[src/sv/gdfs_pkg.sv]
// types, constants and codes shared by the graph search block
// no dependencies
package gdfs_pkg;

    localparam int NUM_VERTICES_DEF = 16;
    localparam int VERT_W           = 8;
    localparam int VIS_W            = 4;

    typedef enum logic [1:0] {
        OP_CLEAR      = 2'd0,
        OP_INS_VERTEX = 2'd1,
        OP_INS_EDGE   = 2'd2,
        OP_SEARCH     = 2'd3
    } op_t;

    typedef enum logic [2:0] {
        STAT_OK          = 3'd0,
        STAT_EXISTS      = 3'd1,
        STAT_INVALID     = 3'd2,
        STAT_MISSING     = 3'd3,
        STAT_EDGE_EXISTS = 3'd4
    } status_t;

    typedef struct packed {
        op_t                op;
        logic [VERT_W-1:0]  vertex;
        logic [VERT_W-1:0]  other_vertex;
    } cmd_t;

    typedef struct packed {
        logic [VIS_W-1:0]   visited_vertex;
        status_t            status;
        logic               last;
    } rsp_t;

    typedef enum logic [3:0] {
        S_IDLE,
        S_DECODE,
        S_EDGE_A,
        S_EDGE_B,
        S_REPORT,
        S_ROW_RD,
        S_PICK,
        S_POP_RD,
        S_POP_TOP,
        S_FINAL
    } state_t;

    typedef enum logic [1:0] {
        ASEL_A,
        ASEL_B,
        ASEL_PEND,
        ASEL_STACK
    } adj_sel_t;

    typedef struct packed {
        logic       latch_cmd;
        logic       clear_graph;
        logic       set_present;
        logic       adj_rd;
        adj_sel_t   adj_sel;
        logic       adj_wr;
        logic       adj_wr_b;
        logic       search_init;
        logic       push;
        logic       pop;
        logic       stack_rd;
        logic       emit_status;
        status_t    rsp_status;
        logic       emit_pend;
        logic       emit_last;
    } ctrl_cmd_t;

    typedef struct packed {
        op_t    op;
        logic   v_bad;
        logic   u_bad;
        logic   v_present;
        logic   u_present;
        logic   same;
        logic   edge_set;
        logic   open_any;
        logic   depth_one;
        logic   slot_free;
    } dp_stat_t;

endpackage

[src/sv/gdfs_ram.sv]
// generic single write port, single read port ram with registered read
// no dependencies
module gdfs_ram #(
    parameter int WIDTH = 16,
    parameter int DEPTH = 16
) (
    input  logic                     clk,
    input  logic                     we,
    input  logic [$clog2(DEPTH)-1:0] waddr,
    input  logic [WIDTH-1:0]         wdata,
    input  logic                     re,
    input  logic [$clog2(DEPTH)-1:0] raddr,
    output logic [WIDTH-1:0]         rdata
);

    logic [WIDTH-1:0] mem_reg [DEPTH];
    logic [WIDTH-1:0] rdata_reg;

    always_ff @(posedge clk)
    begin
        if (we)
        begin
            mem_reg[waddr] <= wdata;
        end
        if (re)
        begin
            rdata_reg <= mem_reg[raddr];
        end
    end

    assign rdata = rdata_reg;

endmodule

[src/sv/gdfs_ctrl.sv]
// sequencer for the graph store and depth-first walk
// depends on gdfs_pkg
module gdfs_ctrl
    import gdfs_pkg::*;
(
    input  logic      clk,
    input  logic      rst_n,
    input  logic      cmd_valid,
    output logic      cmd_stall,
    input  dp_stat_t  stat,
    output ctrl_cmd_t ctl
);

    state_t  state_reg, state_next;
    status_t status_reg, status_next;
    status_t decision;

    // status of a transaction as soon as its operands are known
    always_comb
    begin
        decision = STAT_OK;
        unique case (stat.op)
            OP_CLEAR:
            begin
                decision = STAT_OK;
            end
            OP_INS_VERTEX:
            begin
                if (stat.v_bad)
                    decision = STAT_INVALID;
                else if (stat.v_present)
                    decision = STAT_EXISTS;
            end
            OP_INS_EDGE:
            begin
                if (stat.v_bad || stat.u_bad)
                    decision = STAT_INVALID;
                else if (!stat.v_present || !stat.u_present)
                    decision = STAT_MISSING;
                else if (stat.same)
                    decision = STAT_EDGE_EXISTS;
            end
            OP_SEARCH:
            begin
                if (stat.v_bad)
                    decision = STAT_INVALID;
                else if (!stat.v_present)
                    decision = STAT_MISSING;
            end
            default:
            begin
                decision = STAT_OK;
            end
        endcase
    end

    always_comb
    begin
        status_next = status_reg;
        if (state_reg == S_DECODE)
            status_next = decision;
        else if (state_reg == S_EDGE_A && stat.edge_set)
            status_next = STAT_EDGE_EXISTS;
    end

    // next state
    always_comb
    begin
        state_next = state_reg;
        unique case (state_reg)
            S_IDLE:
            begin
                if (cmd_valid)
                    state_next = S_DECODE;
            end
            S_DECODE:
            begin
                if (decision != STAT_OK || stat.op == OP_CLEAR || stat.op == OP_INS_VERTEX)
                    state_next = S_REPORT;
                else if (stat.op == OP_INS_EDGE)
                    state_next = S_EDGE_A;
                else
                    state_next = S_ROW_RD;
            end
            S_EDGE_A:
            begin
                state_next = stat.edge_set ? S_REPORT : S_EDGE_B;
            end
            S_EDGE_B:
            begin
                state_next = S_REPORT;
            end
            S_REPORT:
            begin
                if (stat.slot_free)
                    state_next = S_IDLE;
            end
            S_ROW_RD:
            begin
                state_next = S_PICK;
            end
            S_PICK:
            begin
                if (stat.open_any)
                begin
                    if (stat.slot_free)
                        state_next = S_ROW_RD;
                end
                else if (stat.depth_one)
                    state_next = S_FINAL;
                else
                    state_next = S_POP_RD;
            end
            S_POP_RD:
            begin
                state_next = S_POP_TOP;
            end
            S_POP_TOP:
            begin
                state_next = S_PICK;
            end
            S_FINAL:
            begin
                if (stat.slot_free)
                    state_next = S_IDLE;
            end
            default:
            begin
                state_next = S_IDLE;
            end
        endcase
    end

    // commands to the datapath
    always_comb
    begin
        ctl           = '0;
        ctl.adj_sel   = ASEL_A;
        ctl.rsp_status = status_reg;
        cmd_stall     = (state_reg != S_IDLE);
        unique case (state_reg)
            S_IDLE:
            begin
                ctl.latch_cmd = cmd_valid;
            end
            S_DECODE:
            begin
                if (stat.op == OP_CLEAR)
                    ctl.clear_graph = 1'b1;
                else if (decision == STAT_OK)
                begin
                    if (stat.op == OP_INS_VERTEX)
                        ctl.set_present = 1'b1;
                    else if (stat.op == OP_INS_EDGE)
                    begin
                        ctl.adj_rd  = 1'b1;
                        ctl.adj_sel = ASEL_A;
                    end
                    else
                        ctl.search_init = 1'b1;
                end
            end
            S_EDGE_A:
            begin
                if (!stat.edge_set)
                begin
                    ctl.adj_wr  = 1'b1;
                    ctl.adj_rd  = 1'b1;
                    ctl.adj_sel = ASEL_B;
                end
            end
            S_EDGE_B:
            begin
                ctl.adj_wr   = 1'b1;
                ctl.adj_wr_b = 1'b1;
            end
            S_REPORT:
            begin
                ctl.emit_status = stat.slot_free;
            end
            S_ROW_RD:
            begin
                ctl.adj_rd  = 1'b1;
                ctl.adj_sel = ASEL_PEND;
            end
            S_PICK:
            begin
                if (stat.open_any)
                begin
                    ctl.push      = stat.slot_free;
                    ctl.emit_pend = stat.slot_free;
                end
                else
                    ctl.pop = 1'b1;
            end
            S_POP_RD:
            begin
                ctl.stack_rd = 1'b1;
            end
            S_POP_TOP:
            begin
                ctl.adj_rd  = 1'b1;
                ctl.adj_sel = ASEL_STACK;
            end
            S_FINAL:
            begin
                ctl.emit_pend = stat.slot_free;
                ctl.emit_last = 1'b1;
            end
            default:
            begin
                ctl.latch_cmd = 1'b0;
            end
        endcase
    end

    always_ff @(posedge clk or negedge rst_n)
    begin
        if (!rst_n)
        begin
            state_reg  <= S_IDLE;
            status_reg <= STAT_OK;
        end
        else
        begin
            state_reg  <= state_next;
            status_reg <= status_next;
        end
    end

endmodule

[src/sv/gdfs_dp.sv]
// datapath: vertex and visited bits, adjacency rows, walk stack, result register
// depends on gdfs_pkg and gdfs_ram
module gdfs_dp
    import gdfs_pkg::*;
#(
    parameter int NUM_VERTICES = NUM_VERTICES_DEF
) (
    input  logic      clk,
    input  logic      rst_n,
    input  cmd_t      cmd,
    input  ctrl_cmd_t ctl,
    output dp_stat_t  stat,
    input  logic      rsp_stall,
    output logic      rsp_valid,
    output rsp_t      rsp
);

    localparam int IDX_W   = $clog2(NUM_VERTICES);
    localparam int DEPTH_W = $clog2(NUM_VERTICES + 1);
    localparam logic [NUM_VERTICES-1:0] ONE_ROW = {{(NUM_VERTICES-1){1'b0}}, 1'b1};

    cmd_t                    cmd_reg;
    logic [NUM_VERTICES-1:0] present_reg, present_next;
    logic [NUM_VERTICES-1:0] visited_reg, visited_next;
    logic [NUM_VERTICES-1:0] row_valid_reg, row_valid_next;
    logic [DEPTH_W-1:0]      depth_reg, depth_next;
    logic [IDX_W-1:0]        pend_reg, pend_next;
    logic                    adj_rvld_reg;
    rsp_t                    rsp_reg, rsp_next;
    logic                    rsp_valid_reg, rsp_valid_next;

    logic [IDX_W-1:0]        v_idx, u_idx, next_idx;
    logic [NUM_VERTICES-1:0] adj_rdata, adj_row, open_vec, adj_wdata;
    logic [IDX_W-1:0]        adj_raddr, adj_waddr;
    logic [IDX_W-1:0]        stk_rdata, stk_waddr, stk_wdata, stk_raddr;
    logic                    stk_we;
    logic                    slot_free;
    logic [DEPTH_W-1:0]      depth_m1;
    logic [IDX_W+VIS_W-1:0]  pend_ext;

    assign v_idx     = cmd_reg.vertex[IDX_W-1:0];
    assign u_idx     = cmd_reg.other_vertex[IDX_W-1:0];
    assign adj_row   = adj_rvld_reg ? adj_rdata : '0;
    assign open_vec  = adj_row & ~visited_reg;
    assign slot_free = !rsp_valid_reg || !rsp_stall;
    assign depth_m1  = depth_reg - DEPTH_W'(1);
    assign pend_ext  = {{VIS_W{1'b0}}, pend_reg};

    // lowest open neighbour
    always_comb
    begin
        next_idx = '0;
        for (int i = NUM_VERTICES - 1; i >= 0; i--)
        begin
            if (open_vec[i])
                next_idx = IDX_W'(i);
        end
    end

    always_comb
    begin
        stat.op        = cmd_reg.op;
        stat.v_bad     = cmd_reg.vertex >= VERT_W'(NUM_VERTICES);
        stat.u_bad     = cmd_reg.other_vertex >= VERT_W'(NUM_VERTICES);
        stat.v_present = present_reg[v_idx];
        stat.u_present = present_reg[u_idx];
        stat.same      = cmd_reg.vertex == cmd_reg.other_vertex;
        stat.edge_set  = adj_row[u_idx];
        stat.open_any  = |open_vec;
        stat.depth_one = depth_reg == DEPTH_W'(1);
        stat.slot_free = slot_free;
    end

    // adjacency row store
    always_comb
    begin
        unique case (ctl.adj_sel)
            ASEL_A:     adj_raddr = v_idx;
            ASEL_B:     adj_raddr = u_idx;
            ASEL_PEND:  adj_raddr = pend_reg;
            ASEL_STACK: adj_raddr = stk_rdata;
            default:    adj_raddr = v_idx;
        endcase
        adj_waddr = ctl.adj_wr_b ? u_idx : v_idx;
        adj_wdata = adj_row | (ONE_ROW << (ctl.adj_wr_b ? v_idx : u_idx));
    end

    gdfs_ram #(
        .WIDTH (NUM_VERTICES),
        .DEPTH (NUM_VERTICES)
    ) u_adj_ram (
        .clk   (clk),
        .we    (ctl.adj_wr),
        .waddr (adj_waddr),
        .wdata (adj_wdata),
        .re    (ctl.adj_rd),
        .raddr (adj_raddr),
        .rdata (adj_rdata)
    );

    // walk stack
    assign stk_we    = ctl.search_init || ctl.push;
    assign stk_waddr = ctl.search_init ? '0 : depth_reg[IDX_W-1:0];
    assign stk_wdata = ctl.search_init ? v_idx : next_idx;
    assign stk_raddr = depth_m1[IDX_W-1:0];

    gdfs_ram #(
        .WIDTH (IDX_W),
        .DEPTH (NUM_VERTICES)
    ) u_stack_ram (
        .clk   (clk),
        .we    (stk_we),
        .waddr (stk_waddr),
        .wdata (stk_wdata),
        .re    (ctl.stack_rd),
        .raddr (stk_raddr),
        .rdata (stk_rdata)
    );

    always_comb
    begin
        present_next   = present_reg;
        visited_next   = visited_reg;
        row_valid_next = row_valid_reg;
        depth_next     = depth_reg;
        pend_next      = pend_reg;
        rsp_next       = rsp_reg;
        rsp_valid_next = rsp_valid_reg && rsp_stall;
        if (ctl.clear_graph)
        begin
            present_next   = '0;
            visited_next   = '0;
            row_valid_next = '0;
            depth_next     = '0;
        end
        if (ctl.set_present)
            present_next = present_reg | (ONE_ROW << v_idx);
        if (ctl.adj_wr)
            row_valid_next = row_valid_reg | (ONE_ROW << adj_waddr);
        if (ctl.search_init)
        begin
            visited_next = ONE_ROW << v_idx;
            depth_next   = DEPTH_W'(1);
            pend_next    = v_idx;
        end
        if (ctl.push)
        begin
            visited_next = visited_reg | (ONE_ROW << next_idx);
            depth_next   = depth_reg + DEPTH_W'(1);
            pend_next    = next_idx;
        end
        if (ctl.pop)
            depth_next = depth_m1;
        if (ctl.emit_status)
        begin
            rsp_next.visited_vertex = '0;
            rsp_next.status         = ctl.rsp_status;
            rsp_next.last           = 1'b1;
            rsp_valid_next          = 1'b1;
        end
        if (ctl.emit_pend)
        begin
            rsp_next.visited_vertex = pend_ext[VIS_W-1:0];
            rsp_next.status         = STAT_OK;
            rsp_next.last           = ctl.emit_last;
            rsp_valid_next          = 1'b1;
        end
    end

    always_ff @(posedge clk or negedge rst_n)
    begin
        if (!rst_n)
        begin
            present_reg   <= '0;
            visited_reg   <= '0;
            row_valid_reg <= '0;
            depth_reg     <= '0;
            rsp_valid_reg <= 1'b0;
            adj_rvld_reg  <= 1'b0;
        end
        else
        begin
            present_reg   <= present_next;
            visited_reg   <= visited_next;
            row_valid_reg <= row_valid_next;
            depth_reg     <= depth_next;
            rsp_valid_reg <= rsp_valid_next;
            if (ctl.adj_rd)
                adj_rvld_reg <= row_valid_next[adj_raddr] && !ctl.clear_graph
                                && (row_valid_reg[adj_raddr] || (ctl.adj_wr && adj_waddr == adj_raddr));
        end
    end

    always_ff @(posedge clk)
    begin
        if (ctl.latch_cmd)
            cmd_reg <= cmd;
        pend_reg <= pend_next;
        rsp_reg  <= rsp_next;
    end

    assign rsp_valid = rsp_valid_reg;
    assign rsp       = rsp_reg;

    a_push_room: assert property (@(posedge clk) disable iff (!rst_n)
        ctl.push |-> depth_reg < DEPTH_W'(NUM_VERTICES))
        else $error("walk stack overflow");

    a_pop_nonempty: assert property (@(posedge clk) disable iff (!rst_n)
        ctl.pop |-> depth_reg != '0)
        else $error("walk stack underflow");

    a_push_unvisited: assert property (@(posedge clk) disable iff (!rst_n)
        ctl.push |-> !visited_reg[next_idx])
        else $error("vertex visited twice");

    a_emit_room: assert property (@(posedge clk) disable iff (!rst_n)
        (ctl.emit_pend || ctl.emit_status) |-> slot_free)
        else $error("result register overwritten");

endmodule

[src/sv/graph_depth_first_search_top.sv]
// graph store with depth-first search: clear, insert vertex, insert edge, search
// each transaction ends with its result in the result register; a search emits each reached
// vertex in turn and backtracks through the walk stack, paced by the registered reads of the
// adjacency and stack rams; one transaction at a time
// reset: asynchronous, empties the graph and the result register; no clearing pass
// depends on gdfs_pkg, gdfs_ctrl, gdfs_dp
module graph_depth_first_search_top
    import gdfs_pkg::*;
#(
    parameter int NUM_VERTICES = NUM_VERTICES_DEF
) (
    input  logic clk,
    input  logic rst_n,
    input  logic cmd_valid,
    output logic cmd_stall,
    input  cmd_t cmd,
    output logic rsp_valid,
    input  logic rsp_stall,
    output rsp_t rsp
);

    ctrl_cmd_t ctl;
    dp_stat_t  stat;

    gdfs_ctrl u_ctrl (
        .clk       (clk),
        .rst_n     (rst_n),
        .cmd_valid (cmd_valid),
        .cmd_stall (cmd_stall),
        .stat      (stat),
        .ctl       (ctl)
    );

    gdfs_dp #(
        .NUM_VERTICES (NUM_VERTICES)
    ) u_dp (
        .clk       (clk),
        .rst_n     (rst_n),
        .cmd       (cmd),
        .ctl       (ctl),
        .stat      (stat),
        .rsp_stall (rsp_stall),
        .rsp_valid (rsp_valid),
        .rsp       (rsp)
    );

endmodule
[config.mk]
export PLATFORM = sky130hd
export DESIGN_NAME = graph_depth_first_search_top
export DESIGN_NICKNAME = d
export VERILOG_FILES = /design/src/sv/gdfs_pkg.sv /design/src/sv/gdfs_ram.sv /design/src/sv/gdfs_ctrl.sv /design/src/sv/gdfs_dp.sv /design/src/sv/graph_depth_first_search_top.sv
export SDC_FILE = /design/constraint.sdc
export NUM_CORES = 1
export LEC_CHECK = 0
export BUFFER_PORTS_ARGS = -buffer_cell sky130_fd_sc_hd__buf_4
export CORE_UTILIZATION = 50
export DETAILED_ROUTE_END_ITERATION = 10
export PLACE_DENSITY = 0.66
export SYNTH_ARGS = -nofsm -noshare
export SYNTH_HDL_FRONTEND = slang
export SYNTH_SLANG_ARGS = --single-unit
[constraint.sdc]
create_clock -name clk -period 5.78 [get_ports clk]
set_input_delay 0.578 -clock clk [delete_from_list [all_inputs] [get_ports clk]]
set_output_delay 0.578 -clock clk [all_outputs]
set_load 0.1 [all_outputs]
==> results of run 1 <==
==> path summary, 6_finish.rpt <==
check | startpoint | endpoint | slack [ns] | depth (start not counted)
max | u_dp.adj_rvld_reg | u_dp.u_adj_ram.rdata[10] | 1.15 | 12
min | rst_n | u_dp.rsp_valid | 0.13 | 1
max reg2reg | u_dp.adj_rvld_reg | u_dp.u_adj_ram.rdata[10] | 1.15 | 12
min reg2reg | u_dp.row_valid_reg[14] | u_dp.row_valid_reg[14] | 0.48 | 1
max in group asynchronous | rst_n | u_dp.adj_rvld_reg | 5.10 | 1
min in group clk | cmd[1] | u_dp.cmd_reg[1] | 0.19 | 1
==> power by group through the flow <==
stage | clock network [mW] | registers, mW | logic, mW
after floorplan | 0 | 4.62 | 2.98
after global placement | 0 | 4.61 | 4.32
after detailed placement | 0 | 4.62 | 4.40
after CTS | 2.94 | 4.56 | 4.41
after global routing | 3.05 | 4.60 | 4.82
final | 2.90 | 4.57 | 4.42
==> critical path, cell delays in order (launching register included) <==
cell       delay (ns)
dfrtp_1          0.84
clkinv_1         0.47
o32ai_1          0.39
o2111ai_1        0.19
nand3b_1         0.13
buf_4            0.25
mux2_4           0.69
inv_2            0.26
buf_4            0.32
a211oi_1         0.33
a211oi_1         0.09
a311oi_1         0.27
a21oi_1          0.06
==> stage by stage <==
step	instance area [sq um]	instances	utilization	total power, mW	worst slack, ns
after CTS	21100	1957	0.575	11.9	1.22
after detailed placement	19600	1877	0.535	9.01	1.24
final	21100	1957	0.575	11.9	1.15
after global placement	19600	1877	0.535	8.93	1.44
after global routing	21100	1957	0.575	12.5	0.799
after floorplan	18700	1418	-	7.59	1.18
==> cell type report <==
cell class | count | area, sq um | share of cell area
Multi-Input combinational cell | 877 | 5730 | 0.271
Inverter | 22 | 82.6 | 0.00391
Clock inverter | 27 | 274 | 0.0130
Timing Repair Buffer | 78 | 598 | 0.0283
Tap cell | 468 | 586 | 0.0277
Sequential cell | 432 | 12600 | 0.598
Clock buffer | 53 | 1210 | 0.0572
==> cell usage in the layout (no fill, tap or decap), types with 23 or more instances in the layout <==
cell	count
a211oi_1	68
a21oi_1	65
a22o_1	28
a31oi_1	29
and2_1	49
buf_4	77
clkbuf_16	47
dfrtp_1	62
edfxtp_1	367
mux2i_1	42
mux4_2	31
nand2_1	201
nand3_1	52
nor2_1	60
nor3_1	23
o21ai_0	56
==> layer usage <==
layer,wire (um),global-route usage
met3,3060,0.0366
met2,21700,0.383
met1,19400,0.340
met4,1130,0.0779
met5,0,0
==> cells by family (layout without fill, tap and decap cells) <==
group                    count (synthesis)  count (layout)  synth area share
AO/OA/AOI/OAI                          325             325             0.116
XOR/XNOR                                 6               6           0.00281
adder cells (fa/ha/maj)                  8               8           0.00534
buffers and inverters                  109             180            0.0235
flip-flops                             432             432             0.674
multiplexers                            79              79            0.0632
AND/OR/NAND/NOR                        459             459             0.115
==> impl_metrics.ini, run 1 <==
[clock_tree]
clk_pin_slew_worst_paths_ns = 0.06
cts_root_buf = clkbuf_16
number_of_cells_upsized_or_downsized_after_cts = 0
postCtsSetupBuffers = 0
tritoncts_clock_tree = done
clock_sinks = 432
cts.path.max_buffers = 3
numCtsBuffers = 44
hold_buf_count_cts = 0
clk_latency_ns = 0.56
cts.htree.levels = 2

[global_route]
antenna_found_initial = 0
largest_net_degree_at_the_start_of_global_routing = 63
global_route_wire_length_before_repair_um = 69400
grt_usage = 0.240
gr-total-overflow = 0
grt_pass1_vias = 11600

[detailed_routing]
detail_route.drc_violations = 0
drt_pass1_iterations = 6
wl_per_cell_um = 23.2
via_count = 12200
drt_iter0_markers = 1208
totalWireLength_um = 45300
vias_per_cell = 6.24
route.antenna.remaining_nets = 0

[power_and_ir_drop]
fraction_of_power_consumed_by_the_clock_network = 0.244
peakVddDrop_v = 0.000314
comb_power_share = 0.372
sw_frac_of_total = 0.374
static_leakage_nw = 7.59
power.density_cell_area_mw_per_mm2 = 563
internal_portion_of_total_power_mw = 7.44
seq_power_share = 0.384
power.net_switching_mw = 4.45

[floorplanning]
pin_count = 32
fp.coreArea_sq_mm = 0.0367
floorplan.rows = 70
start_util = 0.510
dieArea_sq_mm = 0.0382
chipWidth_um = 196
vertical_die_dimension_um = 196

[logic_synthesis]
yosys.area.top_type = edfxtp_1
synth-warning-count = 0
synthesis.area_per_instance_sq_um = 13.2
count_of_cell_types_in_the_netlist = 67
async_reset_ff_frac = 0.144
commonest_cells_in_the_netlist = edfxtp_1, nand2_1, a211oi_1, a21oi_1, clkbuf_1
ys_top_cells_by_area = edfxtp_1, dfrtp_1, nand2_1
syn-num-nets = 1448
synth_enable_flop_cells = 367
post-synth-top-area-fraction = 0.588
ys_seq_area_frac = 0.674
synth-seq-cells = 432
synth_ff_type = edfxtp_1
synthCells = 1418
synth_most_common_cell = edfxtp_1
synth_area_sq_mm = 0.0187

[finish]
layout.nets = 1485
share_of_cells_above_drive_strength_1 = 0.130
final.fill_count = 2887
largest_register_ff_count = 256
num_antenna_cells = 0
area_delta_synth_final_pct = 12.7

[timing]
slew_limit_fails = 0
timing.fmax_ghz = 0.216
max_slew.worst_pin.slew_ns = 1.25
max-slew-margin-rel = 0.164
final_hold_slack_ns = 0.126
time_the_final_worst_path_needs_with_i_o_delays_and_setup_ns = 4.63
rsz_0062_raised_after_global_routing = no
setup_viol_count_final = 0
finalCritPeriodShare = 0.801
clock_skew_ns = 0.0123
fin_setup_tns_ns = 0
finalHoldViolations = 0

[setup_path]
critPathArrivalTime_ns = 4.91
critical_path_required_ns = 6.06
cp-start-kind = flop
path_class = flop to flop
crit_path_max_fanout = 52
cp-end-kind = flop

[placed_design]
port_buffers = 31
global_placement_routability_congestion = 0.902
place.detailed.hpwl_um = 27400

[run]
maxCapViolCount = 0

[status]
outcome = finished clean

[min_path]
min_path_type = primary input to async pin
Power figures use the tool's default switching activity.
==> run 2: changes to the inputs <==
--- a/config.mk
+++ b/config.mk
@@ -8,7 +8,7 @@
 export BUFFER_PORTS_ARGS = -buffer_cell sky130_fd_sc_hd__buf_4
 export CORE_UTILIZATION = 50
 export DETAILED_ROUTE_END_ITERATION = 10
-export PLACE_DENSITY = 0.66
+export PLACE_DENSITY = 0.68
 export SYNTH_ARGS = -nofsm -noshare
 export SYNTH_HDL_FRONTEND = slang
 export SYNTH_SLANG_ARGS = --single-unit
==> constraint.sdc (replaced) <==
create_clock -name clk -period 4 [get_ports clk]
set_input_delay 0.4 -clock clk [delete_from_list [all_inputs] [get_ports clk]]
set_output_delay 0.4 -clock clk [all_outputs]
set_load 0.1 [all_outputs]
==> impl_metrics.ini, run 2 (synthesized netlist as in run 1, its figures left out) <==
[status]
outcome = finished clean

[timing]
slew_limit_fails = 0
timing.fmax_ghz = 0.278
finalCritPeriodShare = 0.898
worst_slack_ns = 0.408
setup_viol_count_final = 0
finalHoldViolations = 0
time_the_final_worst_path_needs_with_i_o_delays_and_setup_ns = 3.59
rsz_0062_raised_after_global_routing = no
max_slew.worst_pin.slew_ns = 0.953
fin_setup_tns_ns = 0
clock_skew_ns = 0.0164
max-slew-margin-rel = 0.359

[power_and_ir_drop]
seq_power_share = 0.382
peakVddDrop_v = 0.000386
comb_power_share = 0.391
sw_frac_of_total = 0.378
power.net_switching_mw = 6.46
fraction_of_power_consumed_by_the_clock_network = 0.227
internal_portion_of_total_power_mw = 10.6
power.density_cell_area_mw_per_mm2 = 800
static_leakage_nw = 7.73

[placed_design]
place.detailed.hpwl_um = 27100
dp_slack_ns = 0.445
port_buffers = 31
global_placement_routability_congestion = 0.907

[clock_tree]
clk_latency_ns = 0.57
clk_pin_slew_worst_paths_ns = 0.07
numCtsBuffers = 44
postCtsSetupBuffers = 0
clock_sinks = 432
cts.path.max_buffers = 3
number_of_cells_upsized_or_downsized_after_cts = 0
cts_root_buf = clkbuf_16
cts.htree.levels = 2
tritoncts_clock_tree = done

[detailed_routing]
drt_pass1_iterations = 5
detail_route.drc_violations = 0
wl_per_cell_um = 22.5
vias_per_cell = 6.11
via_count = 12200
drt_iter0_markers = 1058
totalWireLength_um = 44800
route.antenna.remaining_nets = 0

[finish]
final_common_cell = edfxtp_1
num_antenna_cells = 0
layout.cells.most_common_list = edfxtp_1, nand2_1, buf_4
area_delta_synth_final_pct = 14.0
layout.nets = 1518
final.fill_count = 2881
share_of_cells_above_drive_strength_1 = 0.140
largest_register_ff_count = 256

[setup_path]
path_class = flop to flop
critical-path-top-cell-by-count = mux4_2
critical-path-max-stage-delay_ns = 0.55
critical-path-slowest-cell = mux4_2
critPathArrivalTime_ns = 4.00
cp-start-kind = flop
cp-end-kind = flop
path_cells = mux4_2 > mux4_2 > or3b_1 > nand3_1 > nand3_2 > or3_1 > and2_4 > a311oi_1 > a21oi_1
r2r_slack_ns = 0.41
crit_path_max_fanout = 22
worst_path_dominant_cell_family = simple AND/OR/NAND/NOR gates
timing.critical_path.buf_inv = 0
critical_path_required_ns = 4.41

[floorplanning]
start_util = 0.510
dieArea_sq_mm = 0.0382
chipWidth_um = 196
fp.coreArea_sq_mm = 0.0367
floorplan.rows = 70
vertical_die_dimension_um = 196
pin_count = 32

[global_route]
gr-total-overflow = 0
grt_pass1_vias = 11900
largest_net_degree_at_the_start_of_global_routing = 67
global_route_wire_length_before_repair_um = 69500
antenna_found_initial = 0
grt_usage = 0.239

[run]
maxCapViolCount = 0

[min_path]
min_path_type = primary input to flop
## run 2: stage by stage
step	utilization	instance area (sq um)	total power, mW	std cells	hold slack, ns
finish	0.582	21300	17.1	1989	0.0205
global route	0.582	21300	17.9	1989	0.00321
CTS	0.582	21300	17.1	1989	0.000724
detailed placement	0.542	19900	13.2	1900	0.470
global placement	0.542	19900	13.1	1900	0.459
floorplan	-	18700	11.0	1418	0.104
## run 2: worst paths after layout
check | start | endpoint | depth (start not counted)
max | u_dp.cmd_reg[8] | u_dp.depth_reg[1] | 9
min reg2reg | u_dp.row_valid_reg[6] | u_dp.row_valid_reg[6] | 1
min in group asynchronous | rst_n | u_dp.present_reg[5] | 2
max in group asynchronous | rst_n | u_dp.visited_reg[7] | 2
max reg2reg | u_dp.cmd_reg[8] | u_dp.depth_reg[1] | 9
min | cmd[2] | u_dp.cmd_reg[2] | 1
## run 2: power by group through the flow
stage          logic (mW)  registers, mW  clock network (mW)
4_1_cts              6.64           6.50                3.95
2_1_floorplan        4.30           6.67                   0
5_1_grt              7.23           6.57                4.13
3_3_place_gp         6.51           6.58                   0
3_5_place_dp         6.61           6.59                   0
6_report             6.68           6.52                3.88
## run 2: metal layers
| layer | vias to the layer above | wire length [um] | part of all wire | track usage |
|---|---|---|---|---|
| li1 | 5552 | - | - | - |
| met1 | 6085 | 18800 | 0.42 | 0.322 |
| met2 | 431 | 22000 | 0.49 | 0.399 |
| met3 | 83 | 2710 | 0.061 | 0.0351 |
| met4 | 0 | 1240 | 0.028 | 0.0846 |
| met5 | - | 0 | 0 | 0 |
## run 2: timing repair
action	CTS	global route
hold buffers	10	0
endpoints found under the hold margin	71	0
endpoints found under the setup margin	0	0
## run 2: cell type report
class	count	area [sq um]	share of cell area
well taps	468	586	0.0274
inverters	22	82.6	0.00387
clock inverters	28	229	0.0107
repair buffers	111	946	0.0443
clock buffers	51	1140	0.0533
multi-input cells	877	5740	0.269
flip-flops and latches	432	12600	0.592
